--- config.mk ---
export PLATFORM = sky130hd
export DESIGN_NAME = bst_enc
export DESIGN_NICKNAME = d
export VERILOG_FILES = /design/src/rtl/core/bounded_set_table_unit_assert.svh /design/src/rtl/core/bst_pkg.sv /design/src/rtl/core/bst_enc.sv
export SDC_FILE = /design/constraint.sdc
export NUM_CORES = 1
export LEC_CHECK = 0
export ABC_AREA = 1
export BUFFER_PORTS_ARGS = -buffer_cell sky130_fd_sc_hd__buf_2
export CORE_MARGIN = 2
export CORE_UTILIZATION = 24
export DETAILED_ROUTE_END_ITERATION = 7
export PLACE_DENSITY = 0.66
export SYNTH_ARGS = -nofsm -noshare
export SYNTH_HDL_FRONTEND = slang
export SYNTH_SLANG_ARGS = --single-unit
--- constraint.sdc ---
create_clock -name clk -period 0.95 [get_ports clk]
set_clock_uncertainty 0.05 [all_clocks]
set_input_delay 0.0475 -clock clk [delete_from_list [all_inputs] [get_ports clk]]
set_output_delay 0.0475 -clock clk [all_outputs]
set_load 0.005 [all_outputs]
--- src/rtl/core/bounded_set_table_unit_assert.svh ---
// Assertion macros shared by the set table RTL.
`ifndef BOUNDED_SET_TABLE_UNIT_ASSERT_SVH
`define BOUNDED_SET_TABLE_UNIT_ASSERT_SVH
`ifndef SYNTHESIS
`define BST_ASSERT_IMPLY(label, clk, rst_n, ante, cons) \
  label: assert property (@(posedge clk) disable iff (!rst_n) (ante) |-> (cons)) \
    else $error("set table assertion failed");
`define BST_ASSERT_NEXT(label, clk, rst_n, ante, cons) \
  label: assert property (@(posedge clk) disable iff (!rst_n) (ante) |=> (cons)) \
    else $error("set table assertion failed");
`else
`define BST_ASSERT_IMPLY(label, clk, rst_n, ante, cons)
`define BST_ASSERT_NEXT(label, clk, rst_n, ante, cons)
`endif
`endif

--- src/rtl/core/bst_pkg.sv ---
// Package with types and constants of the set table.
`timescale 1ns / 1ps
package bst_pkg;

  localparam int DEF_CAPACITY = 128;
  localparam int MAX_CNT_W    = 13;
  localparam int MAX_IDX_W    = 12;

  localparam logic [1:0] CMD_LOOKUP = 2'd0;
  localparam logic [1:0] CMD_INSERT = 2'd1;
  localparam logic [1:0] CMD_REMOVE = 2'd2;

  localparam logic [1:0] ST_OK   = 2'd0;
  localparam logic [1:0] ST_MISS = 2'd1;
  localparam logic [1:0] ST_FULL = 2'd2;

  typedef enum logic [1:0] {
    S_IDLE,
    S_CMP,
    S_ENC,
    S_UPD
  } state_t;

  // Broadcast from the controller to every cell.
  typedef struct packed {
    logic                 cmp_en;
    logic                 ins_en;
    logic                 rem_en;
    logic [MAX_CNT_W-1:0] count;
    logic [MAX_IDX_W-1:0] at;
  } cell_ctrl_t;

endpackage

--- src/rtl/core/bst_enc.sv ---
// Encoder that turns the cells' match flags into a hit flag and a position.
`timescale 1ns / 1ps
module bst_enc
  import bst_pkg::*;
#(
  parameter int N  = DEF_CAPACITY,
  parameter int IW = 7
) (
  input  logic          clk,
  input  logic          en,
  input  logic [N-1:0]  match,
  output logic          hit,
  output logic [IW-1:0] pos
);

  logic          hit_r;
  logic [IW-1:0] pos_r, pos_c;

  // Held values are distinct, so at most one flag is set: OR the indexes.
  always_comb begin
    pos_c = '0;
    for (int i = 0; i < N; i++) begin
      pos_c = pos_c | (match[i] ? IW'(i) : '0);
    end
  end

  always_ff @(posedge clk) begin
    if (en) begin
      hit_r <= |match;
      pos_r <= pos_c;
    end
  end

  assign hit = hit_r;
  assign pos = pos_r;

endmodule

==> metrics.csv <==
metric,value,unit
status,finished with violations,
failing checks,negative setup slack,
die area,0.00703,mm^2
Top-Level Pins,138,
Design Power,0.00159,W
Diodes inserted,0,
TritonCTS Buffers,3,
Initial Util,0.245,
CP endpoint kind,register,
register area,240,um^2
Least-Margin Pin Slew,0.221,ns
clock sink total,8,
port buffer count,137,
vias per cell,4.38,
Synth area leaders,"nor2_1 (25%), nand2_1 (17%), edfxtp_1 (16%), inv_1 (14%), nand4_1 (6.5%)",
Slew HR,0.852,
CP startpoint kind,input port,
power per cell area,553,mW/mm^2
Crit Path Class,input port to register,
CP startpoint,match[19],
Final Worst Setup Slack,-0.0172,ns
Yosys warnings,0,
Worst Path Required,0.87,ns
Tmin final,0.967,ns
largest net degree at the start of global routing,9,
Hold Path Origin,en,
Routed Antenna Nets,0,
number of synthesized flops with an enable pin,8,
Total GRT Usage,0.165,
setup violators final,1,
RSZ-0062 raised after global routing,true,
Syn Area/Cell,4.97,um^2
WHS Path Cells,1,
"Critical Path, Cell by Cell","buf_6, or2_4, nor2_4, nand2_2, nor2_1, nand2_1, nor2_1, nand2_1",
Max clock buf depth,2,
Post-synth top flop,edfxtp_1,
Pre-antenna DRT Iters,4,
Area Growth Syn to Fin,88.3,%
static leakage power,1.45,nW
cell count after synthesis,308,
family with the most delay on the worst path,simple AND/OR/NAND/NOR gates,
Yosys top cell area share,0.248,
Synth cell types,19,
Pins Over Slew Limit,0,
layout filler cell count,688,
GP Congestion,0.897,
clock-pin slew on the worst setup and hold paths,0.04,ns
DR DRC count,0,
Place WS,-0.379,ns
GRT overflow,0,
routed length per placed instance,11.0,um
Final Hold Fails,0,
CTS tree,yes,
post-synth top area cell,nor2_1,
layout cells sized above 1,0.530,
first-pass GRT wire length,9.72,mm
asr flop ratio synth,0,
most common cell in the synthesized netlist,nor2_1,
slowest CP cell,or2_4,
Die Span Y,83.9,um
"flops & latches, synth",8,
CTS HTree Levels,1,
Hold/Removal Path Class,input port to register,
Commonest cells post-synth,"nor2_1 (101), nand2_1 (70), inv_1 (58)",
CP Max Fanout,2,
WP data arrival,0.89,ns
drt total wl,6.12,mm
worst path bufs/invs,1,
post-synthesis cell area,0.00153,mm^2
area of the multi-input gates,0.00126,mm^2
Chip Width,83.9,um
syn nets,438,
Post-DP HPWL,5.49,mm
"Seq/Total Area, Yosys",0.157,
Max Cap Viol,0,
cell at the root of the clock tree,clkbuf_8,
fmax,1030,MHz
"Endpoint, Worst Hold",pos[4],
vias,2443,
Placement Rows,29,
maximum VDD drop,0.624,mV
post-layout util,0.462,
Final Net Count,613,
Core ar.,0.00624,mm^2
vias in the first global route,2332,
max incr delay on CP,0.26,ns
initial antenna violation count,0,
final period utilization,1.02,
drt first-iter violations,74,
cell usage in the layout, fill, tap and decap left out:
master / count
nand2_1: 59
or2_1: 1
and2_1: 2
nand3b_1: 1
and2_0: 1
nor3_2: 4
or2_4: 2
buf_4: 31
edfxtp_1: 8
and3_1: 2
nand4_1: 16
nor3b_1: 1
inv_4: 2
buf_6: 10
inv_1: 47
and2_4: 2
nand2_2: 14
clkbuf_8: 3
nor3b_2: 2
nor3_1: 2
or2_0: 1
nand2_4: 1
nand3_2: 3
buf_2: 128
nor2_1: 71
buf_8: 1
nor2_4: 13
nor2_2: 26
inv_2: 13
nand3_1: 14
through the flow:
stage | setup TNS [ns] | hold slack [ns] | cell area [um^2] | cells
detailed placement | -2.28 | 0.349 | 2550 | 554
CTS | -0.0242 | 0.116 | 2640 | 557
finish | -0.0172 | 0.117 | 2880 | 558
floorplan | -0.0263 | 0.110 | 1530 | 308
global placement | -2.19 | 0.345 | 2550 | 554
global route | -0.250 | 0.125 | 2880 | 558
layer usage:
layer / track usage / wire length (um) / vias up
met4: 0.0381 / 59 / 0
met1: 0.202 / 2530 / 1076
met5: 0 / 0 / -
met3: 0.0198 / 311 / 6
met2: 0.305 / 3230 / 76
li1: - / - / 1285
final cells by class:
cell class	count	area share
repair buffers	170	0.347
multi-input cells	238	0.439
well taps	77	0.0334
inverters	62	0.0825
clock buffers	3	0.0143
flip-flops and latches	8	0.0834
registers in the layout, indices dropped and copies added (netlist names):
| register | cells |
|---|---|
| hit | 1 |
| pos | 7 |
worst max path at each step:
stage / endpoint / slack, ns / cells past startpoint
final: hit / -0.02 / 8
after global routing: pos[0] / -0.06 / 6
after CTS: pos[0] / -0.02 / 6
after detailed placement: pos[0] / -0.38 / 6
after global placement: pos[0] / -0.37 / 6
after floorplan: hit / -0.01 / 7
timing repair:
item / CTS / global route
buffers inserted: 0 / 1
resized for setup: 17 / 75
hold buffers: 0 / 0
endpoints found under the setup margin: 7 / 8
pin swaps: 6 / 46
cells by family after synthesis:
logic type             share of synthesized area
flip-flops                                 0.157
AND/OR/NAND/NOR                            0.691
buffers and inverters                      0.152
power breakdown:
part	internal [W]	total (W)	switching [W]
sequential	0.000407	0.000411	0.00000404
combinational	0.000411	0.000793	0.000381
clock	0.000273	0.000391	0.000118
total	0.00109	0.00159	0.000503
No activity file was read; power rests on OpenSTA's default activity.
