==> src/rtl/core/bounded_set_table_unit_assert.svh <==
// Assertion macros shared by the set table RTL.
`ifndef BOUNDED_SET_TABLE_UNIT_ASSERT_SVH
`define BOUNDED_SET_TABLE_UNIT_ASSERT_SVH
`ifndef SYNTHESIS
`define BST_ASSERT_IMPLY(label, clk, rst_n, ante, cons) \
  label: assert property (@(posedge clk) disable iff (!rst_n) (ante) |-> (cons)) \
    else $error("set table assertion failed");
`define BST_ASSERT_NEXT(label, clk, rst_n, ante, cons) \
  label: assert property (@(posedge clk) disable iff (!rst_n) (ante) |=> (cons)) \
    else $error("set table assertion failed");
`else
`define BST_ASSERT_IMPLY(label, clk, rst_n, ante, cons)
`define BST_ASSERT_NEXT(label, clk, rst_n, ante, cons)
`endif
`endif

==> src/rtl/core/bst_pkg.sv <==
// Package with types and constants of the set table.
`timescale 1ns / 1ps
package bst_pkg;

  localparam int DEF_CAPACITY = 128;
  localparam int MAX_CNT_W    = 13;
  localparam int MAX_IDX_W    = 12;

  localparam logic [1:0] CMD_LOOKUP = 2'd0;
  localparam logic [1:0] CMD_INSERT = 2'd1;
  localparam logic [1:0] CMD_REMOVE = 2'd2;

  localparam logic [1:0] ST_OK   = 2'd0;
  localparam logic [1:0] ST_MISS = 2'd1;
  localparam logic [1:0] ST_FULL = 2'd2;

  typedef enum logic [1:0] {
    S_IDLE,
    S_CMP,
    S_ENC,
    S_UPD
  } state_t;

  // Broadcast from the controller to every cell.
  typedef struct packed {
    logic                 cmp_en;
    logic                 ins_en;
    logic                 rem_en;
    logic [MAX_CNT_W-1:0] count;
    logic [MAX_IDX_W-1:0] at;
  } cell_ctrl_t;

endpackage

==> src/rtl/core/bst_cell.sv <==
// One storage cell of the set table: holds a value, compares, shifts down.
`timescale 1ns / 1ps
module bst_cell
  import bst_pkg::*;
#(
  parameter int IDX = 0
) (
  input  logic        clk,
  input  cell_ctrl_t  ctrl,
  input  logic [31:0] key,
  input  logic [31:0] next_value,
  output logic [31:0] value,
  output logic        match
);

  localparam logic [MAX_CNT_W-1:0] MY_IDX  = MAX_CNT_W'(IDX);
  localparam logic [MAX_CNT_W-1:0] MY_NEXT = MAX_CNT_W'(IDX + 1);

  logic [31:0] value_r, value_nxt;
  logic        match_r, match_nxt;
  logic        occupied, load, shift;

  assign occupied = MY_IDX < ctrl.count;
  assign load     = ctrl.ins_en && (MY_IDX == ctrl.count);
  assign shift    = ctrl.rem_en && (MY_IDX >= MAX_CNT_W'(ctrl.at)) && (MY_NEXT < ctrl.count);

  always_comb begin
    value_nxt = value_r;
    if (load) begin
      value_nxt = key;
    end else if (shift) begin
      value_nxt = next_value;
    end
    match_nxt = ctrl.cmp_en ? (occupied && (value_r == key)) : match_r;
  end

  always_ff @(posedge clk) begin
    value_r <= value_nxt;
    match_r <= match_nxt;
  end

  assign value = value_r;
  assign match = match_r;

endmodule

==> config.mk <==
export PLATFORM = sky130hd
export DESIGN_NAME = bst_cell
export DESIGN_NICKNAME = d
export VERILOG_FILES = /design/src/rtl/core/bounded_set_table_unit_assert.svh /design/src/rtl/core/bst_pkg.sv /design/src/rtl/core/bst_cell.sv
export SDC_FILE = /design/constraint.sdc
export NUM_CORES = 1
export LEC_CHECK = 0
export ABC_AREA = 0
export BUFFER_PORTS_ARGS = -buffer_cell sky130_fd_sc_hd__buf_2
export CAP_MARGIN = 10
export CORE_UTILIZATION = 38
export CTS_CLUSTER_SIZE = 10
export DETAILED_ROUTE_END_ITERATION = 16
export PLACE_DENSITY = 0.74
export SETUP_SLACK_MARGIN = 0.05
export SLEW_MARGIN = 20
export SYNTH_ARGS = -nofsm -noshare
export SYNTH_HDL_FRONTEND = slang
export SYNTH_SLANG_ARGS = --single-unit
==> constraint.sdc <==
create_clock -name clk -period 3.1 [get_ports clk]
set_input_delay 0.31 -clock clk [delete_from_list [all_inputs] [get_ports clk]]
set_output_delay 0.31 -clock clk [all_outputs]
set_load 0.05 [all_outputs]
==> impl_metrics.env, run 1 <==
export IMPL_synth_top_flop_cell="edfxtp_1"
export IMPL_ys_seq_area_share_pct=50.8
export IMPL_dieArea_um2=5420
export IMPL_reg2reg_from="value[20]"
export IMPL_crit_arrival_ps=1970
export IMPL_cts_buffer_depth=2
export IMPL_cp_data_required_time_ps=3130
export IMPL_grt_pass1_vias=1474
export IMPL_maxSlewViolCount=0
export IMPL_dr_pass1_iters=4
export IMPL_hold_viol_final=0
export IMPL_grt_busiest_layer="met2"
export IMPL_hp_start="ctrl[27]"
export IMPL_via_count=1486
export IMPL_num_rows=25
export IMPL_yosys_area_top_type="edfxtp_1"
export IMPL_grt_max_degree=33
export IMPL_synth_cells=124
export IMPL_ctsRootBufferMaster="clkbuf_8"
export IMPL_io_pin_count=126
export IMPL_yosysWarningCount=0
export IMPL_finalCritPeriodShare_pct=62.4
export IMPL_relSlewSlack_pct=71.4
export IMPL_crit_path_max_fanout=20
export IMPL_grt_util_met2_pct=27.1
export IMPL_drive_above_1_share_pct=66.4
export IMPL_syn_area_um2=1950
export IMPL_drv_cap=0
export IMPL_nNetsFinal=348
export IMPL_grt_pass1_wl_mm=6.39
export IMPL_ys_top_cells_by_area="edfxtp_1 51%, mux2_4 23%, xor2_1 14%"
export IMPL_via_per_inst=4.60
export IMPL_wl_per_cell_um=13.5
export IMPL_post_place_ws_ps=849
export IMPL_p_per_area_nw_per_um2=392
export IMPL_cts_setup_buffers=0
export IMPL_start_util_pct=40.5
export IMPL_grt_util_met1_pct=19.8
export IMPL_area_growth_syn_to_layout_pct=42.9
export IMPL_dpl_hpwl_mm=3.51
export IMPL_regArea_um2=991
export IMPL_core_area_um2=4820
export IMPL_die_y_um=73.6
export IMPL_die_w_um=73.6
export IMPL_max_freq_mhz=517
export IMPL_rsz0062_at_grt="no"
export IMPL_finalSetupTns_ps=0
export IMPL_cts_resized=0
export IMPL_io_buffers=125
export IMPL_power_leakage_nw=1.33
export IMPL_antenna_left=0
export IMPL_syn_avg_cell_area_um2=15.7
export IMPL_ys_async_sr_fraction_pct=0
export IMPL_finalSetupViolCount=0
export IMPL_use_met3_pct=3.70
export IMPL_yosysTopAreaCellShare_pct=50.8
export IMPL_clock_latency_ps=280
export IMPL_crit_start="ctrl[17]"
export IMPL_status="finished clean"
export IMPL_routed_wl_mm=4.37
export IMPL_peakVddDrop_mv=0.171
export IMPL_htreeDepth=2
export IMPL_start_kind="primary input"
export IMPL_skew_ps=5.75
export IMPL_cts_inserted_buffers=5
export IMPL_globalplace_congestion=0.725
export IMPL_min_period_ps=1930
export IMPL_grt_usage_pct=16.1
export IMPL_dr_first_iter_drc_count=76
export IMPL_hold_class="in2reg"
export IMPL_synth_most_common_cell="edfxtp_1"
export IMPL_overflow=0
export IMPL_synth_edf_count=33
export IMPL_cts_tree="yes"
export IMPL_syn_num_nets=217
export IMPL_path_class="in2reg"
export IMPL_multi_input_area_um2=937
export IMPL_clkTransAtPathRegs_ps=70
export IMPL_hold_buffers=0
export IMPL_drc_errors=0
export IMPL_ys_top_cells_by_count="33 x edfxtp_1, 32 x xor2_1, 30 x mux2_4, 9 x nor4_1"
export IMPL_fillers=425
export IMPL_setup_ws_ps=1170
export IMPL_clock_sinks=33
export IMPL_ys_ff_latch=33
export IMPL_ys_types=16
export IMPL_antenna_cells=0
export IMPL_antenna_found_initial=0
export IMPL_worst_pin_slew_ps=428
export IMPL_cp_end_kind="register"
-- final timing paths --
check             cells past startpoint  slack, ps        end
setup / recovery                      6       1170  value[31]
setup reg to reg                      4       1600      match
hold reg to reg                       4        880      match
hold / removal                        1        240      match
-- cells in the final DEF, fill, tap and decap left out --
master and n:
buf_2 125, edfxtp_1 33, xor2_1 32, mux2_4 30, nor4_1 9, clkbuf_8 5, nor4_2 3, nand4_1 3
mux2_1 2, nor3_1 2, bufinv_16 2, buf_4 2, and4b_1 1, nand2_2 1, nand2b_1 1, or4_1 1
nor2_1 1, nand3_1 1, mux2i_4 1, clkinv_2 1
-- layout make-up --
cell class              count  share of cell area [%]
clock inverters             3                    2.33
multi-input cells          88                    33.6
well taps                  67                    3.01
repair buffers            127                    23.0
clock buffers               5                    2.47
flip-flops and latches     33                    35.6
-- power breakdown --
| group | switching, mW | internal [mW] |
|---|---|---|
| logic | 0.0466 | 0.0797 |
| clock network | 0.155 | 0.319 |
| registers | 0.000224 | 0.491 |
-- per-layer routing --
metal  wire, um  vias to the layer above
met5          0                        -
met4         36                        0
met3        327                        5
met2       2010                       80
met1       1990                      667
li1           -                      734
-- cell families after synthesis --
| group | after synthesis | share of synthesized area, % |
|---|---|---|
| AND/OR/NAND/NOR | 23 | 8.28 |
| XOR/XNOR | 32 | 14.4 |
| flip-flops | 33 | 50.8 |
| buffers and inverters | 3 | 1.73 |
| multiplexers | 33 | 24.8 |
-- metrics by stage --
step                instance area [um^2]  total power [mW]  instances  hold WS (ps)  util, %
floorplan                           1950             0.552        124           422        -
finish                              2790              1.09        323           236     57.8
global route                        2790              1.13        323           226     57.8
CTS                                 2790              1.10        323           228     57.8
global placement                    2650             0.625        315           529     55.1
detailed placement                  2650             0.628        315           523     55.1
-- registers in the layout, indices dropped and copies added, names as in the netlist --
register  cells
match         1
value        32
-- worst max-delay path, cell delays in order --
cell	delay (ps)
buf_2	100
nor4_2	290
and4b_1	280
nand2_2	270
buf_4	360
mux2_1	340
Note: power is estimated with default switching activity, not from simulation.
==> inputs of run 2 (changes only) <==
ABC_AREA = 1   (was 0)
CORE_UTILIZATION = 40   (was 38)
PLACE_DENSITY = 0.72   (was 0.74)
clock period = 1.9 ns   (was 3.1 ns; I/O delays follow)
==> run 2 against run 1 <==
Sequential share of layout area down 1.8 points. Synthesized area is 11% higher. Non-clock buffer count grew 1. Largest cell class unchanged. Largest power group unchanged. Clock-buffer cell count is 1 higher. Highest routed layer unchanged. Critical path type unchanged.
==> impl_metrics.env, run 2 <==
export IMPL_status="finished clean"
export IMPL_maxSlewViolCount=0
export IMPL_synth_compound_area_share_pct=11.7
export IMPL_ys_async_sr_fraction_pct=0
export IMPL_cp_end_kind="register"
export IMPL_seqPwrFrac_pct=52.5
export IMPL_synth_edf_count=33
export IMPL_finalSetupTns_ps=0
export IMPL_min_period_ps=1200
export IMPL_antenna_left=0
export IMPL_yosys_area_top_type="edfxtp_1"
export IMPL_syn_avg_cell_area_um2=8.10
export IMPL_layout_commonest_cell="buf_2"
export IMPL_worst_pin_slew_ps=447
export IMPL_pwr_share_clk_pct=33.1
export IMPL_synth_simple_gate_area_share_pct=24.5
export IMPL_hold_class="in2reg"
export IMPL_yosysTopAreaCellShare_pct=45.8
export IMPL_path_class="in2reg"
export IMPL_finalNonFillerCells=466
export IMPL_dr_first_iter_drc_count=52
export IMPL_dieArea_um2=5700
export IMPL_largest_register_ffs=32
export IMPL_peakVddDrop_mv=0.229
export IMPL_cts_tree="yes"
export IMPL_ys_types=18
export IMPL_intPower_mw=1.17
export IMPL_power_mw=1.53
export IMPL_rsz0062_at_grt="no"
export IMPL_skew_ps=3.26
export IMPL_drive_above_1_share_pct=42.4
export IMPL_cp_data_required_time_ps=1920
export IMPL_p_per_area_nw_per_um2=519
export IMPL_dpl_hpwl_mm=4.01
export IMPL_crit_arrival_ps=1220
export IMPL_synth_cells=267
export IMPL_clock_sinks=33
export IMPL_cts_resized=0
export IMPL_hold_buffers=0
export IMPL_start_util_pct=41.8
export IMPL_synth_top_flop_cell="edfxtp_1"
export IMPL_antenna_cells=0
export IMPL_synth_xor_area_share_pct=6.48
export IMPL_layout_common_cells="125 x buf_2, 84 x nand2_1, 47 x inv_1"
export IMPL_ys_seq_area_share_pct=45.8
export IMPL_via_count=2067
export IMPL_area_growth_syn_to_layout_pct=35.9
export IMPL_yosysWarningCount=0
export IMPL_io_pin_count=126
export IMPL_syn_num_nets=360
export IMPL_htreeDepth=2
export IMPL_cts_buffer_depth=2
export IMPL_drv_cap=0
export IMPL_finalSetupViolCount=0
export IMPL_wl_per_cell_um=10.8
export IMPL_worst_hold_slack_ps=115
export IMPL_synth_most_common_cell="nand2_1"
export IMPL_synth_adder_area_share_pct=0
export IMPL_postPlaceCellArea_um2=2860
export IMPL_overflow=0
export IMPL_ys_top_cells_by_area="edfxtp_1 46%, nand2_1 15%, o21ai_2 8.9%"
export IMPL_core_area_um2=5170
export IMPL_grt_max_degree=37
export IMPL_ys_top_cells_by_count="84 x nand2_1, 47 x inv_1, 33 x edfxtp_1, 30 x nor2_1, 22 x o21ai_2"
export IMPL_cts_inserted_buffers=5
export IMPL_via_per_inst=4.44
export IMPL_grt_usage_pct=18.3
export IMPL_drc_errors=0
export IMPL_globalplace_congestion=0.751
export IMPL_routed_wl_mm=5.03
export IMPL_grt_pass1_wl_mm=7.73
export IMPL_ctsRootBufferMaster="clkbuf_8"
export IMPL_io_buffers=125
export IMPL_hold_viol_final=0
export IMPL_syn_area_um2=2160
export IMPL_dr_pass1_iters=4
export IMPL_stdcell_area_um2=2940
export IMPL_antenna_found_initial=0
export IMPL_synth_top_family_by_area="simple AND/OR/NAND/NOR gates"
export IMPL_power_leakage_nw=1.58
export IMPL_dp_cells=458
export IMPL_synth_area_mux_share_pct=0
export IMPL_combPwrFrac_pct=14.4
export IMPL_max_freq_mhz=832
export IMPL_relSlewSlack_pct=70.2
export IMPL_clkTransAtPathRegs_ps=70
export IMPL_die_w_um=75.5
export IMPL_nNetsFinal=488
export IMPL_ys_ff_latch=33
export IMPL_finalCritPeriodShare_pct=63.2
export IMPL_die_y_um=75.5
export IMPL_switchingPower_mw=0.355
export IMPL_cts_setup_buffers=0
export IMPL_start_kind="primary input"
export IMPL_p_sw_share_pct=23.3
export IMPL_clock_latency_ps=280
export IMPL_crit_path_max_fanout=36
export IMPL_num_rows=26
export IMPL_grt_pass1_vias=1905
-- run 2: cell types whose count changed after synthesis, sizes merged, moves of 2 or more --
cell and delta:
nand2 +90, inv +47, o21ai +34, mux2 -32, nor2 +31, xor2 -16
nor4 -11, buf +4, nand4 -3, nand3 +2
-- run 2: power by group through the flow --
stage | sequential, mW | combinational, mW | clock, mW
floorplan | 0.820 | 0.0979 | 0
global placement | 0.817 | 0.216 | 0
detailed placement | 0.817 | 0.222 | 0
CTS | 0.801 | 0.223 | 0.529
global route | 0.800 | 0.250 | 0.551
finish | 0.801 | 0.220 | 0.504
-- run 2: logic make-up after synthesis --
kind of cell,Yosys count
DFF,33
buffers and inverters,54
and+or+nand+nor,130
AOI/OAI and AO/OA,34
xor gates and xnor gates,16
-- run 2: area by class of cell --
class,instances,area [um^2]
sequential,33,991
fill,487,2230
timing repair buffer,128,661
clock inverter,2,10.0
inverter,47,176
tap,70,87.6
multi-input combinational,180,941
clock buffer,6,72.6
-- run 2: worst paths after layout --
check                                from   endpoint  slack (ps)  depth (start not counted)
worst max-delay path             ctrl[21]  value[21]         700                          8
worst min-delay path             ctrl[27]      match         110                          1
worst max register to register  value[11]      match         720                          6
worst min register to register  value[12]      match         890                          7
-- run 2: stage by stage --
stage	utilization, %	setup slack [ps]
after floorplan	-	65.7
after global placement	55.2	429
after detailed placement	55.2	397
after CTS	56.8	665
after global routing	56.8	529
final	56.8	699
-- run 2: per-layer routing --
| metal | wire length [um] | global-route usage [%] | up-vias |
|---|---|---|---|
| met1 | 2060 | 19.9 | 886 |
| met3 | 432 | 5.03 | 6 |
| met5 | 0 | 0 | - |
| met2 | 2500 | 34.7 | 96 |
| li1 | - | - | 1079 |
| met4 | 46 | 4.94 | 0 |
-- run 2: worst max-delay path, stage by stage --
cell and delay (ps):
buf_2 100, nor2_1 90, nand2_1 90, nor2_2 170, nand3_4 100, buf_4 290
nand2_1 130, o21ai_2 50
